### src/sv/tcf_pkg.sv
// ----------------------------------------------------------------------------
// tcf_pkg
// Shared types, constants and helper functions of the tilt complementary filter.
// ----------------------------------------------------------------------------
package tcf_pkg;

	localparam int CORDIC_STEPS_DEF = 16;
	localparam int TBL_LEN          = 24;
	localparam int TBL_IW           = 5;
	localparam int CW               = 28;
	localparam int GYRO_HALF        = 65500;

	// 131000 = 8 * 16375; floor(2^42 / 16375)
	localparam logic [13:0] GYRO_DIV8  = 14'd16375;
	localparam logic [28:0] GYRO_RECIP = 29'd268582993;

	localparam logic [15:0]        BLEND_RST        = 16'd64225;
	localparam logic signed [14:0] ACC_ROLL_TRIM_RST  = -15'sd1536;
	localparam logic signed [14:0] ACC_PITCH_TRIM_RST = -15'sd3584;
	localparam logic signed [14:0] GYR_ROLL_TRIM_RST  = -15'sd2048;
	localparam logic signed [14:0] GYR_PITCH_TRIM_RST = 15'sd512;

	typedef enum logic [2:0] {
		REG_BLEND      = 3'd0,
		REG_ACC_ROLL   = 3'd1,
		REG_ACC_PITCH  = 3'd2,
		REG_GYR_ROLL   = 3'd3,
		REG_GYR_PITCH  = 3'd4,
		REG_MOUNT_ROLL = 3'd5,
		REG_MOUNT_PITCH= 3'd6
	} reg_idx_t;

	typedef enum logic [2:0] {
		ST_IDLE,
		ST_ROT_R,
		ST_PITCH,
		ST_ROT_P,
		ST_ANG,
		ST_MUL,
		ST_FIN
	} state_t;

	typedef struct packed {
		logic              start;
		logic              rot;
		logic [TBL_IW-1:0] idx;
		logic              save_roll;
		logic              save_pitch;
		logic              mul;
		logic              commit;
	} cmd_t;

	typedef struct packed {
		logic div_done;
	} sts_t;

	// arctangent of 2^-i in degrees, Q16
	function automatic logic signed [CW-1:0] atan_q16(input logic [TBL_IW-1:0] i);
		logic signed [CW-1:0] r;
		case (i)
			5'd0:    r = 28'sd2949120;
			5'd1:    r = 28'sd1740967;
			5'd2:    r = 28'sd919879;
			5'd3:    r = 28'sd466945;
			5'd4:    r = 28'sd234379;
			5'd5:    r = 28'sd117304;
			5'd6:    r = 28'sd58666;
			5'd7:    r = 28'sd29335;
			5'd8:    r = 28'sd14668;
			5'd9:    r = 28'sd7334;
			5'd10:   r = 28'sd3667;
			5'd11:   r = 28'sd1833;
			5'd12:   r = 28'sd917;
			5'd13:   r = 28'sd458;
			5'd14:   r = 28'sd229;
			5'd15:   r = 28'sd115;
			5'd16:   r = 28'sd57;
			5'd17:   r = 28'sd29;
			5'd18:   r = 28'sd14;
			5'd19:   r = 28'sd7;
			5'd20:   r = 28'sd4;
			5'd21:   r = 28'sd2;
			5'd22:   r = 28'sd1;
			default: r = 28'sd0;
		endcase
		return r;
	endfunction

	function automatic logic signed [16:0] sat17(input logic signed [39:0] v);
		logic signed [16:0] r;
		if (v > 40'sd65535)
			r = 17'sd65535;
		else if (v < -40'sd65536)
			r = -17'sd65536;
		else
			r = v[16:0];
		return r;
	endfunction

endpackage

### src/sv/tcf_ctrl.sv
// ----------------------------------------------------------------------------
// tcf_ctrl
// Sequencer: roll CORDIC, pitch CORDIC, blend multiply, commit to output.
// ----------------------------------------------------------------------------
module tcf_ctrl #(
	parameter int CORDIC_STEPS = tcf_pkg::CORDIC_STEPS_DEF
) (
	input  logic          clk,
	input  logic          arst_n,
	input  logic          s_tvalid,
	output logic          s_tready,
	output logic          m_tvalid,
	input  logic          m_tready,
	input  tcf_pkg::sts_t sts,
	output tcf_pkg::cmd_t cmd
);
	import tcf_pkg::*;

	localparam int SW = (CORDIC_STEPS > 1) ? $clog2(CORDIC_STEPS) : 1;

	state_t        state_q, state_d;
	logic [SW-1:0] cnt_q, cnt_d;
	logic          m_tvalid_q;
	logic          last;
	logic          out_free;

	assign last     = cnt_q == SW'(CORDIC_STEPS - 1);
	assign out_free = !m_tvalid_q || m_tready;

	always_ff @(posedge clk or negedge arst_n) begin
		if (!arst_n) begin
			state_q    <= ST_IDLE;
			cnt_q      <= '0;
			m_tvalid_q <= 1'b0;
		end else begin
			state_q <= state_d;
			cnt_q   <= cnt_d;
			if (cmd.commit)
				m_tvalid_q <= 1'b1;
			else if (m_tready)
				m_tvalid_q <= 1'b0;
		end
	end

	always_comb begin
		state_d  = state_q;
		cnt_d    = cnt_q;
		cmd      = '0;
		cmd.idx  = TBL_IW'(cnt_q);
		s_tready = 1'b0;
		unique case (state_q)
			ST_IDLE: begin
				s_tready = 1'b1;
				cnt_d    = '0;
				if (s_tvalid) begin
					cmd.start = 1'b1;
					state_d   = ST_ROT_R;
				end
			end
			ST_ROT_R: begin
				cmd.rot = 1'b1;
				cnt_d   = cnt_q + SW'(1);
				if (last) begin
					cnt_d   = '0;
					state_d = ST_PITCH;
				end
			end
			ST_PITCH: begin
				cmd.save_roll = 1'b1;
				state_d       = ST_ROT_P;
			end
			ST_ROT_P: begin
				cmd.rot = 1'b1;
				cnt_d   = cnt_q + SW'(1);
				if (last) begin
					cnt_d   = '0;
					state_d = ST_ANG;
				end
			end
			ST_ANG: begin
				cmd.save_pitch = 1'b1;
				if (sts.div_done)
					state_d = ST_MUL;
			end
			ST_MUL: begin
				cmd.mul = 1'b1;
				state_d = ST_FIN;
			end
			ST_FIN: begin
				if (out_free) begin
					cmd.commit = 1'b1;
					state_d    = ST_IDLE;
				end
			end
			default: state_d = ST_IDLE;
		endcase
	end

	assign m_tvalid = m_tvalid_q;

	a_no_overwrite: assert property (@(posedge clk) disable iff (!arst_n)
		cmd.commit |-> (!m_tvalid_q || m_tready))
		else $error("result overwritten while pending");

	a_start_rot: assert property (@(posedge clk) disable iff (!arst_n)
		(s_tvalid && s_tready) |=> (state_q == ST_ROT_R && cnt_q == '0))
		else $error("accepted item did not start rotation");

	a_cnt_range: assert property (@(posedge clk) disable iff (!arst_n)
		(state_q == ST_ROT_R || state_q == ST_ROT_P) |-> (cnt_q <= SW'(CORDIC_STEPS - 1)))
		else $error("rotation counter out of range");

	a_mul_done: assert property (@(posedge clk) disable iff (!arst_n)
		cmd.mul |-> sts.div_done)
		else $error("blend started before gyro increment ready");

endmodule

### config.mk
export PLATFORM = sky130hd
export DESIGN_NAME = tcf_ctrl
export DESIGN_NICKNAME = d
export VERILOG_FILES = /design/src/sv/tcf_pkg.sv /design/src/sv/tcf_ctrl.sv
export SDC_FILE = /design/constraint.sdc
export NUM_CORES = 1
export LEC_CHECK = 0
export BUFFER_PORTS_ARGS = -buffer_cell sky130_fd_sc_hd__buf_4
export CAP_MARGIN = 30
export CELL_PAD_IN_SITES_DETAIL_PLACEMENT = 1
export CELL_PAD_IN_SITES_GLOBAL_PLACEMENT = 2
export CORE_AREA = 2 2 57 43
export CTS_CLUSTER_SIZE = 12
export DETAILED_ROUTE_END_ITERATION = 12
export DIE_AREA = 0 0 59 45
export PLACE_DENSITY_LB_ADDON = 0.12
export SLEW_MARGIN = 30
export SYNTH_ARGS = -nofsm -noshare
export SYNTH_HDL_FRONTEND = slang
export SYNTH_SLANG_ARGS = --single-unit
### constraint.sdc
create_clock -name clk -period 1.32 [get_ports clk]
set_clock_uncertainty 0.15 [all_clocks]
set_input_delay 0.198 -clock clk [delete_from_list [all_inputs] [get_ports clk]]
set_output_delay 0.198 -clock clk [all_outputs]
set_load 0.01 [all_outputs]
==> results.py <==
metrics = {
    "status": {
        "outcome": "finished, violations left",
        "failed_checks": "negative setup slack",
    },
    "detailed_routing": {
        "drcViolationCount": 0,
        "vias": 489,
        "dr.pass1.iters": 4,
        "drt_iter0_markers": 9,
        "wirelength_mm": 1.35,
        "viasPerCell": 4.53,
        "ant_nets": 0,
        "routedWlPerCell_um": 12.5,
    },
    "min_path": {
        "holdPathEnd": "m_tvalid",
        "worstHoldStart": "m_tready",
        "holdPathStages": 3,
        "hold_path.class": "in2reg",
    },
    "synth": {
        "synth_cell_types": 24,
        "syn-cell-area_um2": 467,
        "synth_fa_ha_area_share_pct": 2.68,
        "synth-xor-area-share_pct": 0,
        "synth_compound_area_share_pct": 15.3,
        "ys_seq_area_share_pct": 42.9,
        "synth_nets": 57,
        "postSynthCellCount": 51,
        "postSynthAreaPerCell_um2": 9.15,
        "synth-seq-cells": 8,
        "yosysWarnings": 0,
        "synth_top_family_by_area": "simple AND/OR/NAND/NOR gates",
        "synth_simple_gate_area_share_pct": 27.6,
        "muxShareOfSynthArea_pct": 4.56,
    },
    "grt": {
        "grt_remaining_overflow": 0,
        "grt_pass1_wl_mm": 2.28,
        "grtUsageTotal_pct": 11.9,
        "grt_pass1_vias": 495,
        "antenna_found_initial": 0,
        "grt_max_degree": 9,
    },
    "timing": {
        "period_needed_ns": 1.57,
        "fmax_mhz": 638,
        "setup_viol": 14,
        "hold_ws_ns": 0.0725,
        "hold_viol_final": 0,
        "drv_slew": 0,
        "setup_tns_ns": -1.97,
        "setup_slack_ns": -0.247,
        "finalCritPeriodShare_pct": 119,
        "rsz0062_at_grt": "yes",
    },
    "worst_setup_path": {
        "crit_chain": "buf_6, nor3_4, and2_1, buf_4",
        "crit_fanout": 3,
        "ff2ff_path_depth": 5,
        "start_kind": "register",
        "rrSetupSlack_ns": -0.16,
        "required_ns": 0.97,
        "critPathCaptureType": "output pin",
        "rr_startpoint": "state_q[2]",
        "r2r_end": "state_q[2]",
        "path_class": "reg2out",
        "slowest_delay_ns": 0.40,
        "arrival_ns": 1.22,
        "critPathSlowestCell": "dfrtp_1",
    },
    "floorplan": {
        "initial_core_util_pct": 22.6,
        "die_area_um2": 2660,
        "rows": 14,
        "io_pins": 18,
        "die_h_um": 45,
        "die_x_um": 59,
        "core_um2": 2070,
    },
    "layout": {
        "area_growth_syn_to_layout_pct": 74.0,
        "final_common_cell": "buf_4",
        "final_nets": 92,
        "fin_area_um2": 812,
        "drive_gt1_share_pct": 60.7,
        "final.fill_count": 240,
        "mostFrequentLayoutCells": "30 x buf_4, 6 x dfrtp_1",
        "antenna_cells": 0,
    },
    "clocking": {
        "numCtsBuffers": 3,
        "clk_pin_slew_ns": 0.05,
        "cts.htree.levels": 1,
        "numClockSinks": 8,
        "clock_path_buffers": 2,
        "clockRootBuffer": "clkbuf_4",
        "cts_tree": "yes",
        "clock_latency_ns": 0.26,
    },
    "placement": {
        "gp_routability_congestion": 0.723,
        "place_area_um2": 701,
        "io_buffers": 16,
        "dpl.hpwl_mm": 1.02,
    },
    "power": {
        "p_leak_uw": 0.000399,
        "ir_worst_vdd_uv": 629,
        "power.density_nw_per_um2": 1840,
    },
    "run": {
        "maxCapViolCount": 0,
    },
}
timing repair:
item,in CTS,in global routing
resized for setup,14,4
endpoints found under the setup margin,11,14
pin swaps,5,3
endpoints found under the hold margin,8,0
hold buffers,1,0
buffers inserted,4,0
report_power, final:
| group | internal [uW] | leakage (uW) | switching, uW |
|---|---|---|---|
| combinational | 517 | 0.000288 | 365 |
| sequential | 334 | 0.0000975 | 91.6 |
| clock | 104 | 0.0000138 | 84.8 |
registers in the layout, indices dropped and copies added (netlist names):
signal and cells:
state_q 3, cnt_q 4, m_tvalid 1
cell type report:
class	count	area (um2)	area share [%]
multi-input combinational	38	284	35.0
tap	24	30.0	3.70
inverter	1	3.75	0.462
timing repair buffer	34	269	33.1
clock buffer	3	22.5	2.77
sequential	8	203	25.0
metrics by stage:
step | cells | util (%) | setup slack (ns) | total power (uW)
global placement | 100 | 33.9 | -0.0502 | 1190
finish | 108 | 39.3 | -0.247 | 1500
CTS | 108 | 39.0 | -0.268 | 1510
global route | 108 | 39.3 | -0.317 | 1630
floorplan | 51 | - | -0.0669 | 791
detailed placement | 100 | 33.9 | -0.0559 | 1180
per-layer routing:
| metal | global-route usage, % | share of wire, % | wire [um] |
|---|---|---|---|
| met1 | 15.9 | 48 | 645 |
| met2 | 18.7 | 48 | 647 |
| met3 | 2.58 | 4.0 | 54 |
| met4 | 5.45 | 0 | 0 |
| met5 | 0 | 0 | 0 |
cell families (layout without fill, tap and decap cells):
group                      count (synthesis)  count (layout)
AOI/OAI and AO/OA                         11              11
adders and majority gates                  1               1
buffers and inverters                      5              38
DFF                                        8               8
muxes                                      2               2
other                                      1               1
and+or+nand+nor                           23              23
cell usage after synthesis (all sizes together):
| cell | count | area share, % |
|---|---|---|
| a22o | 2 | 3.8 |
| a2bb2oi | 1 | 1.9 |
| a32o | 1 | 2.1 |
| and2 | 3 | 4.0 |
| and2b | 1 | 2.1 |
| and3 | 1 | 1.3 |
| buf | 4 | 5.4 |
| conb | 1 | 0.80 |
| dfrtp | 8 | 43 |
| ha | 1 | 2.7 |
| inv | 1 | 0.80 |
| mux2 | 1 | 2.4 |
| mux2i | 1 | 2.1 |
| nand2 | 3 | 2.4 |
| nand2b | 1 | 1.3 |
| nand3 | 3 | 3.2 |
| nand4 | 1 | 1.3 |
| nor2 | 3 | 2.4 |
| nor2b | 3 | 4.0 |
| nor3 | 2 | 2.1 |
| o21ai | 7 | 7.5 |
| or2 | 1 | 1.3 |
| or3b | 1 | 1.9 |
critical path, delay by kind of cell, from the launching register on:
kind | cells | cell delay [ns]
flops | 1 | 0.40
simple gates | 2 | 0.31
buf+inv | 2 | 0.25
worst max path at each step:
stage,start,to,slack [ns],cells past startpoint
2_1_floorplan,cnt_q[0],cnt_q[2],-0.07,3
3_3_place_gp,state_q[2],cnt_q[3],-0.05,3
3_5_place_dp,state_q[2],cnt_q[3],-0.06,3
4_1_cts,state_q[2],cmd[10],-0.27,4
5_1_grt,state_q[2],cmd[10],-0.32,4
6_report,state_q[1],cmd[10],-0.25,4
Power figures use the tool's default switching activity.
